$ cat config.mk
export PLATFORM = sky130hd
export DESIGN_NAME = ffpa_ctrl
export DESIGN_NICKNAME = d
export VERILOG_FILES = /design/src/rtl/core/ffpa_pkg.sv /design/src/rtl/core/ffpa_ctrl.sv
export SDC_FILE = /design/constraint.sdc
export NUM_CORES = 1
export LEC_CHECK = 0
export BUFFER_PORTS_ARGS = -buffer_cell sky130_fd_sc_hd__buf_2
export CORE_UTILIZATION = 50
export CTS_BUF_LIST = sky130_fd_sc_hd__clkbuf_2
export CTS_CLUSTER_SIZE = 20
export DETAILED_ROUTE_END_ITERATION = 12
export MAX_ROUTING_LAYER = met4
export PLACE_DENSITY = 0.79
export SLEW_MARGIN = 30
export SYNTH_ARGS = -nofsm -noshare
export SYNTH_HDL_FRONTEND = slang
export SYNTH_SLANG_ARGS = --single-unit
$ cat constraint.sdc
create_clock -name clk -period 1.56 [get_ports clk]
set_input_delay 0.312 -clock clk [delete_from_list [all_inputs] [get_ports clk]]
set_output_delay 0.312 -clock clk [all_outputs]
set_load 0.1 [all_outputs]
$ cat src/rtl/core/ffpa_pkg.sv
// Shared types, constants and codes for the first-fit page allocator.
// Used by ffpa_ctrl, ffpa_dp and first_fit_page_allocator; depends on nothing.
`default_nettype none

package ffpa_pkg;

  localparam int NUM_PAGES  = 1024;
  localparam int ADDR_W     = $clog2(NUM_PAGES);
  localparam int LEN_W      = ADDR_W + 1;

  localparam int MODE_W      = 1;
  localparam int COUNT_W     = 11;
  localparam int OWNER_W     = 16;
  localparam int INDEX_W     = 10;
  localparam int START_W     = 10;
  localparam int ERR_W       = 2;
  localparam int TOTAL_W     = 11;
  localparam int RESERVED_W  = 10;
  localparam int CFG_INDEX_W = 1;
  localparam int CFG_DATA_W  = 11;

  localparam int TOTAL_RESET    = 1024;
  localparam int RESERVED_RESET = 1;

  localparam logic [MODE_W-1:0] MODE_ALLOC = 1'b0;
  localparam logic [MODE_W-1:0] MODE_FREE  = 1'b1;

  localparam logic [CFG_INDEX_W-1:0] CFG_TOTAL_PAGES    = 1'b0;
  localparam logic [CFG_INDEX_W-1:0] CFG_RESERVED_PAGES = 1'b1;

  typedef enum logic [ERR_W-1:0] {
    ERR_NONE,
    ERR_NO_SPACE,
    ERR_ZERO_COUNT,
    ERR_NOT_BLOCK
  } err_code_t;

  // One entry of the page table. Only entries with start set carry meaning.
  typedef struct packed {
    logic               start;
    logic               used;
    logic [LEN_W-1:0]   len;
    logic [OWNER_W-1:0] owner;
  } page_entry_t;

  typedef enum logic [3:0] {
    DP_NOP,
    DP_LOAD_REQ,
    DP_CLR_WRITE,
    DP_INIT_RES,
    DP_INIT_FREE,
    DP_RD_P,
    DP_STEP,
    DP_RD_IDX,
    DP_LATCH_IDX,
    DP_RD_NXT,
    DP_MERGE_NXT,
    DP_WR_SPLIT,
    DP_WR_ALLOC,
    DP_WR_PREV,
    DP_WR_IDX_ZERO,
    DP_WR_IDX_FREE
  } dp_op_t;

  typedef struct packed {
    dp_op_t    op;
    logic      res_en;
    err_code_t res_err;
  } dp_cmd_t;

  typedef struct packed {
    logic clr_last;
    logic p_end;
    logic p_before_idx;
    logic count_zero;
    logic mode_free;
    logic idx_out;
    logic fit;
    logic split;
    logic idx_ok;
    logic nxt_in;
    logic nxt_free;
    logic prev_merge;
  } dp_status_t;

  typedef enum logic [3:0] {
    ST_CLEAR,
    ST_INIT_RES,
    ST_INIT_FREE,
    ST_IDLE,
    ST_DECODE,
    ST_A_CHECK,
    ST_A_EVAL,
    ST_A_ALLOC,
    ST_F_EVAL_IDX,
    ST_F_CHECK_NXT,
    ST_F_EVAL_NXT,
    ST_F_WALK_CHECK,
    ST_F_WALK_EVAL,
    ST_F_FINISH,
    ST_F_WR_IDX
  } ctrl_state_t;

endpackage

`default_nettype wire

$ cat src/rtl/core/ffpa_ctrl.sv
// Sequencing state machine of the page allocator.
// Issues datapath commands and reads datapath status; uses ffpa_pkg.
`default_nettype none

module ffpa_ctrl (
  input  wire                 clk,
  input  wire                 rst,
  input  wire                 start,
  input  wire                 cfg_wr,
  input  ffpa_pkg::dp_status_t status,
  output ffpa_pkg::dp_cmd_t   cmd,
  output logic                busy,
  output logic                cfg_ready
);

  ffpa_pkg::ctrl_state_t state;
  ffpa_pkg::ctrl_state_t state_next;

  always_ff @(posedge clk) begin
    if (rst) begin
      state <= ffpa_pkg::ST_CLEAR;
    end else begin
      state <= state_next;
    end
  end

  always_comb begin
    state_next  = state;
    cmd.op      = ffpa_pkg::DP_NOP;
    cmd.res_en  = 1'b0;
    cmd.res_err = ffpa_pkg::ERR_NONE;
    unique case (state)
      ffpa_pkg::ST_CLEAR: begin
        cmd.op = ffpa_pkg::DP_CLR_WRITE;
        if (status.clr_last) begin
          state_next = ffpa_pkg::ST_INIT_RES;
        end
      end
      ffpa_pkg::ST_INIT_RES: begin
        cmd.op     = ffpa_pkg::DP_INIT_RES;
        state_next = ffpa_pkg::ST_INIT_FREE;
      end
      ffpa_pkg::ST_INIT_FREE: begin
        cmd.op     = ffpa_pkg::DP_INIT_FREE;
        state_next = ffpa_pkg::ST_IDLE;
      end
      ffpa_pkg::ST_IDLE: begin
        if (start) begin
          cmd.op     = ffpa_pkg::DP_LOAD_REQ;
          state_next = ffpa_pkg::ST_DECODE;
        end
      end
      ffpa_pkg::ST_DECODE: begin
        if (status.mode_free) begin
          if (status.idx_out) begin
            cmd.res_en  = 1'b1;
            cmd.res_err = ffpa_pkg::ERR_NOT_BLOCK;
            state_next  = ffpa_pkg::ST_IDLE;
          end else begin
            cmd.op     = ffpa_pkg::DP_RD_IDX;
            state_next = ffpa_pkg::ST_F_EVAL_IDX;
          end
        end else if (status.count_zero) begin
          cmd.res_en  = 1'b1;
          cmd.res_err = ffpa_pkg::ERR_ZERO_COUNT;
          state_next  = ffpa_pkg::ST_IDLE;
        end else begin
          state_next = ffpa_pkg::ST_A_CHECK;
        end
      end
      ffpa_pkg::ST_A_CHECK: begin
        if (status.p_end) begin
          cmd.res_en  = 1'b1;
          cmd.res_err = ffpa_pkg::ERR_NO_SPACE;
          state_next  = ffpa_pkg::ST_IDLE;
        end else begin
          cmd.op     = ffpa_pkg::DP_RD_P;
          state_next = ffpa_pkg::ST_A_EVAL;
        end
      end
      ffpa_pkg::ST_A_EVAL: begin
        if (status.fit) begin
          if (status.split) begin
            cmd.op     = ffpa_pkg::DP_WR_SPLIT;
            state_next = ffpa_pkg::ST_A_ALLOC;
          end else begin
            cmd.op     = ffpa_pkg::DP_WR_ALLOC;
            cmd.res_en = 1'b1;
            state_next = ffpa_pkg::ST_IDLE;
          end
        end else begin
          cmd.op     = ffpa_pkg::DP_STEP;
          state_next = ffpa_pkg::ST_A_CHECK;
        end
      end
      ffpa_pkg::ST_A_ALLOC: begin
        cmd.op     = ffpa_pkg::DP_WR_ALLOC;
        cmd.res_en = 1'b1;
        state_next = ffpa_pkg::ST_IDLE;
      end
      ffpa_pkg::ST_F_EVAL_IDX: begin
        if (status.idx_ok) begin
          cmd.op     = ffpa_pkg::DP_LATCH_IDX;
          state_next = ffpa_pkg::ST_F_CHECK_NXT;
        end else begin
          cmd.res_en  = 1'b1;
          cmd.res_err = ffpa_pkg::ERR_NOT_BLOCK;
          state_next  = ffpa_pkg::ST_IDLE;
        end
      end
      ffpa_pkg::ST_F_CHECK_NXT: begin
        if (status.nxt_in) begin
          cmd.op     = ffpa_pkg::DP_RD_NXT;
          state_next = ffpa_pkg::ST_F_EVAL_NXT;
        end else begin
          state_next = ffpa_pkg::ST_F_WALK_CHECK;
        end
      end
      ffpa_pkg::ST_F_EVAL_NXT: begin
        if (status.nxt_free) begin
          cmd.op = ffpa_pkg::DP_MERGE_NXT;
        end
        state_next = ffpa_pkg::ST_F_WALK_CHECK;
      end
      ffpa_pkg::ST_F_WALK_CHECK: begin
        if (status.p_before_idx) begin
          cmd.op     = ffpa_pkg::DP_RD_P;
          state_next = ffpa_pkg::ST_F_WALK_EVAL;
        end else begin
          state_next = ffpa_pkg::ST_F_FINISH;
        end
      end
      ffpa_pkg::ST_F_WALK_EVAL: begin
        cmd.op     = ffpa_pkg::DP_STEP;
        state_next = ffpa_pkg::ST_F_WALK_CHECK;
      end
      ffpa_pkg::ST_F_FINISH: begin
        if (status.prev_merge) begin
          cmd.op     = ffpa_pkg::DP_WR_PREV;
          state_next = ffpa_pkg::ST_F_WR_IDX;
        end else begin
          cmd.op     = ffpa_pkg::DP_WR_IDX_FREE;
          cmd.res_en = 1'b1;
          state_next = ffpa_pkg::ST_IDLE;
        end
      end
      ffpa_pkg::ST_F_WR_IDX: begin
        cmd.op     = ffpa_pkg::DP_WR_IDX_ZERO;
        cmd.res_en = 1'b1;
        state_next = ffpa_pkg::ST_IDLE;
      end
      default: begin
        state_next = ffpa_pkg::ST_CLEAR;
      end
    endcase
    // A register write rebuilds the layout, so the clearing pass restarts.
    if (cfg_wr) begin
      state_next = ffpa_pkg::ST_CLEAR;
    end
  end

  assign busy      = (state != ffpa_pkg::ST_IDLE);
  // A request taken in the same cycle goes first; the register write waits for it.
  assign cfg_ready = ((state == ffpa_pkg::ST_IDLE) && !start) ||
                     (state == ffpa_pkg::ST_CLEAR) ||
                     (state == ffpa_pkg::ST_INIT_RES) || (state == ffpa_pkg::ST_INIT_FREE);

endmodule

`default_nettype wire

==> results of run 1 <==
==> Yosys cell counts (all sizes together) <==
library cell	n
nor2b	4
nor3	3
nor4	1
xor2	1
and3b	1
mux2i	2
nand3	5
o211ai	1
o211a	1
o21ai	12
nor2	11
mux2	1
a31oi	1
and2b	1
a211o	1
dfxtp	4
o2bb2ai	1
nand2b	1
a22oi	1
nand4	1
o311a	1
nor3b	2
a21oi	6
o31ai	1
a32o	1
or3	1
a2bb2oi	1
buf	9
a21boi	3
o22a	1
nand3b	3
o311ai	2
nand2	7
a22o	1
inv	6
a32oi	2
o21a	3
o21bai	1
==> metrics by stage <==
step	TNS (ps)	utilization	worst slack [ps]	cells
detailed placement	-998	0.934	-223	163
floorplan	-3460	-	-981	105
global placement	-625	0.934	-204	163
==> cells by family after synthesis <==
group / after synthesis
XOR/XNOR: 1
AND/OR/NAND/NOR: 41
flip-flops: 4
buffers and inverters: 15
AO/OA/AOI/OAI: 41
multiplexers: 3
==> metrics.md, run 1 <==
| Metric | Value |
|---|---|
| Buffers inserted during post-CTS setup optimization | `14` |
| Simple-Gate Fraction of Synth Area | `0.314` |
| Num CTS Buffers | `3` |
| Total placed instance area | `1200 sq um` |
| Last flow stage reached | `4_1_cts` |
| Share of the synthesized area in the top cell type | `0.116` |
| Initial cell density of the core | `0.537` |
| Netlist area before placement | `689 sq um` |
| Multiplexer fraction of the synthesized cell area | `0.0454` |
| Count of buffers inserted at the top-level ports | `24` |
| Die Height | `39.1 um` |
| CTS max path bufs | `2` |
| Row count | `13` |
| Area leader, netlist | `sky130_fd_sc_hd__dfxtp_1` |
| Largest family of logic cells by synthesized area | `compound AO/OA/AOI/OAI gates` |
| Status | `stopped before the end` |
| Die width | `39.1 um` |
| Final weighted congestion in routability-driven placement | `about 1` |
| Synth top area cells | `sky130_fd_sc_hd__dfxtp_1 (12%), sky130_fd_sc_hd__o21ai_0 (7.3%), sky130_fd_sc_hd__nor2_1 (6.0%), sky130_fd_sc_hd__buf_2 (5.1%), sky130_fd_sc_hd__a21oi_1 (4.4%)` |
| Resize count post-CTS | `32` |
| XOR/XNOR share of the synthesized area | `0.0127` |
| Count of hold buffers inserted by post-cts repair | `0` |
| Post-Syn Nets | `121` |
| H-Tree Level Count | `1` |
| Tool Error | `[ERROR DPL-0038] Utilization greater than 100%, impossible to legalize` |
| Post-synthesis compound-gate area fraction | `0.412` |
| Count of cell types in the netlist | `43` |
| Clock sink count | `4` |
| Number of register bits inferred by synthesis | `4` |
| Average footprint of a synthesized cell | `6.57 sq um` |
| Post-Syn Instances | `about 110` |
| Share of synthesized cell area in full adder, half adder and majority cells | `0` |
| CTS root buffer | `sky130_fd_sc_hd__clkbuf_2` |
| Number of primary I/O pins | `25` |
| Synthesis Warnings | `0` |
| HPWL Detailed | `2330 um` |
| Portion of the post-synthesis area used by sequential elements | `0.116` |
==> inputs of run 2 (changes only) <==
- CORE_AREA: unset -> 2 2 63 65
- CORE_UTILIZATION: 50 -> unset
- CTS_BUF_LIST: sky130_fd_sc_hd__clkbuf_2 -> unset
- CTS_CLUSTER_SIZE: 20 -> unset
- DIE_AREA: unset -> 0 0 65 67
- MAX_ROUTING_LAYER: met4 -> unset
- PLACE_DENSITY: 0.79 -> unset
- PLACE_DENSITY_LB_ADDON: unset -> 0.15
==> metrics.md, run 2 <==
| Metric | Value |
|---|---|
| Number of enable-type register cells in the synthesized netlist | `0 (unchanged)` |
| Initial cell density of the core | `0.191 (-0.345)` |
| Peak supply drop | `0.333 mV` |
| Number of primary I/O pins | `25 (unchanged)` |
| # nets final | `174` |
| Total placed instance area | `1230 sq um (+2.8%)` |
| Die width | `65 um (+66%)` |
| H-Tree Level Count | `1 (unchanged)` |
| Worst Setup Path Type | `reg -> out` |
| # setup viols final | `9` |
| Worst setup timing slack at the placement stage | `-281 ps (-58.3 ps)` |
| Fraction of layout instances using a drive strength above 1 | `0.548` |
| Register bank with the most flops | `state` |
| Average footprint of a synthesized cell | `6.57 sq um (unchanged)` |
| Final worst clock skew | `7.21 ps` |
| Global-route usage over all layers | `0.126` |
| Top-count cell post-synth | `sky130_fd_sc_hd__nor2_1` |
| Power share of the sequential group | `0.203` |
| Hold violation count in the final report | `0` |
| Reg clk slew, reported paths | `about 40 ps` |
| Clock sink count | `4 (unchanged)` |
| Top flop regs | `state: 4 flops` |
| Worst max-slew margin expressed relative to the limit | `0.769` |
| Netlist area before placement | `689 sq um (unchanged)` |
| Average via count per standard cell | `4.68` |
| Area leader, netlist | `sky130_fd_sc_hd__dfxtp_1` |
| Final worst path period need | `1890 ps` |
| Share of the synthesized area in the top cell type | `0.116 (unchanged)` |
| Status | `complete, but fails checks` |
| Switching Fraction | `0.305` |
| Die footprint | `about 4400 sq um` |
| Met3 usage | `0.0135` |
| Layer with the highest usage | `met2` |
| Reported net switching power | `~160 uW` |
| Share of flip-flops with an asynchronous set or reset after synthesis | `0 (unchanged)` |
| Number of register bits inferred by synthesis | `4 (unchanged)` |
| Highest attainable clock frequency | `around 0.53 GHz` |
| TritonCTS clock tree | `yes` |
| Row count | `22 (+9)` |
| DRT antenna net count | `0` |
| Count of buffers inserted at the top-level ports | `24 (unchanged)` |
| Die Height | `67 um (+71%)` |
| Most common library cell in the layout ignoring fill and taps | `sky130_fd_sc_hd__buf_4` |
| Post-placement cell count | `197 (+21%)` |
| Number of standard cells in the final layout excluding fillers | `205` |
| Data required time of the worst path | `1250 ps` |
| Global-route met2 utilization | `0.213` |
| Relative contribution of combinational cells to total power | `0.363` |
| WL final | `2560 um` |
| Final weighted congestion in routability-driven placement | `0.767 (-21%)` |
| CTS max path bufs | `2 (unchanged)` |
| Final max-slew violation count | `0` |
| Count of cell types in the netlist | `43 (unchanged)` |
| Post-Syn Nets | `121 (unchanged)` |
| # DRC | `0` |
| Relative area change from synthesis to final layout | `101%` |
| Via count of the first global-routing pass | `~990` |
| Violations in the final reports | `negative setup slack` |
| Count of maximum capacitance violations | `0` |
| First-pass GRT wire length | `around 4400 um` |
| Critical path launch point type | `flip-flop` |
| Drt first pass iters | `7` |
| Routed vias | `960` |
| Std-Cell Core Area | `3610 sq um` |
| Maximum number of pins on one net before global-route repair | `21` |
| Min-delay worst type | `in -> reg` |
| CTS root buffer | `sky130_fd_sc_hd__clkbuf_8` |
| GRT overflow | `0` |
| Inserted Diodes | `0` |
| Areal power density over the cells | `389 nW/um^2` |
| CP Capture Type | `output pin` |
| Most used DFF post-synth | `sky130_fd_sc_hd__dfxtp_1` |
| Commonest cells post-synth | `sky130_fd_sc_hd__nor2_1 (11), sky130_fd_sc_hd__o21ai_0 (10), sky130_fd_sc_hd__buf_2 (7), sky130_fd_sc_hd__nand2_1 (7)` |
| Proportion of power drawn by the clock network | `0.434` |
| RSZ-0062 raised after global routing | `true` |
| Initial DRC Count | `between 40 and 50` |
| Share of the clock period used by the worst path after layout | `1.21` |
| HPWL Detailed | `1980 um (-15%)` |
| Power Total | `537 uW` |
| Portion of the post-synthesis area used by sequential elements | `0.116 (unchanged)` |
| Flip-flop count of the largest register, all copies and words added | `4` |
| Synthesis Warnings | `0 (unchanged)` |
| WL per Instance | `~13 um` |
| Cell internal pwr | `373 uW` |
| Worst-path fanout max | `3` |
| Number of antenna violations at the first check in global routing | `0` |
| Routing usage on met1 | `0.165` |
| Worst Setup Slack, final | `-330 ps` |
| Static leakage power | `0.000573 uW` |
| CP arrival | `1580 ps` |
| Final instance area | `1380 sq um` |
| Most frequent cells in the layout | `sky130_fd_sc_hd__buf_4 (31), sky130_fd_sc_hd__buf_2 (15), sky130_fd_sc_hd__nor2_1 (9)` |
| Clock latency on the worst-skew pair | `220 ps` |
| Slew at the pin closest to its max-slew limit | `341 ps` |
| Post-Syn Instances | `105 (unchanged)` |
| Num CTS Buffers | `3 (unchanged)` |
| Synth top area cells | `sky130_fd_sc_hd__dfxtp_1 (12%), sky130_fd_sc_hd__o21ai_0 (7.3%), sky130_fd_sc_hd__nor2_1 (6.0%), sky130_fd_sc_hd__buf_2 (5.1%), sky130_fd_sc_hd__a21oi_1 (4.4%)` |
run 2: cell counts after synthesis:
No cell type changed its count.
run 2: what timing repair did:
item                                    CTS  global route
endpoints found under the setup margin   10            10
hold buffers                              0             0
pin swaps                                 3             5
setup buffers                             3             1
gates resized for setup                  12             9
run 2: final timing paths:
path                 start       end  slack (ps)  cells past startpoint
setup / recovery  state[3]    cmd[2]        -330                      5
hold / removal         rst  state[1]         410                      3
setup reg to reg  state[1]  state[2]         110                      5
hold reg to reg   state[0]  state[2]         680                      3
run 2: layout make-up:
class | count | area [sq um]
clock buffer | 4 | 45.0
multi-input combinational | 86 | 642
tap | 48 | 60.1
inverter | 6 | 30.0
fill | 381 | 2220
timing repair buffer | 57 | 515
sequential | 4 | 90.1
run 2: power by group through the flow:
stage | clock network (uW) | registers, uW | logic (uW)
6_report | 233 | 109 | 195
5_1_grt | 249 | 109 | 210
4_1_cts | 243 | 109 | 186
3_5_place_dp | 0 | 112 | 177
3_3_place_gp | 0 | 112 | 176
2_1_floorplan | 0 | 109 | 95.0
run 2: kinds of logic (layout without fill, tap and decap cells):
family | count (synthesis) | in the layout | synth area share
and+or+nand+nor | 41 | 41 | 0.314
buffers and inverters | 15 | 67 | 0.0998
xor gates and xnor gates | 1 | 1 | 0.0127
muxes | 3 | 3 | 0.0454
DFF | 4 | 4 | 0.116
AOI/OAI and AO/OA | 41 | 41 | 0.412
run 2: critical path: stages, from the launching register on:
cell	delay (ps)
sky130_fd_sc_hd__dfxtp_2	310
sky130_fd_sc_hd__and2b_1	210
sky130_fd_sc_hd__a22oi_2	90
sky130_fd_sc_hd__or3_4	370
sky130_fd_sc_hd__o211ai_1	170
sky130_fd_sc_hd__buf_12	220
run 2: layer usage:
layer	up-vias	routed length (um)
met5	-	0
met4	0	36
met3	4	73
met2	21	1190
met1	441	1270
li1	494	-
run 2: per-stage QoR:
step	util	TNS, ps	hold slack, ps
2_1_floorplan	-	-3460	516
3_3_place_gp	0.342	-1060	637
3_5_place_dp	0.342	-1040	640
4_1_cts	0.370	-2050	402
5_1_grt	0.383	-2450	423
6_report	0.383	-1950	407
Note: power is estimated with default switching activity, not from simulation.
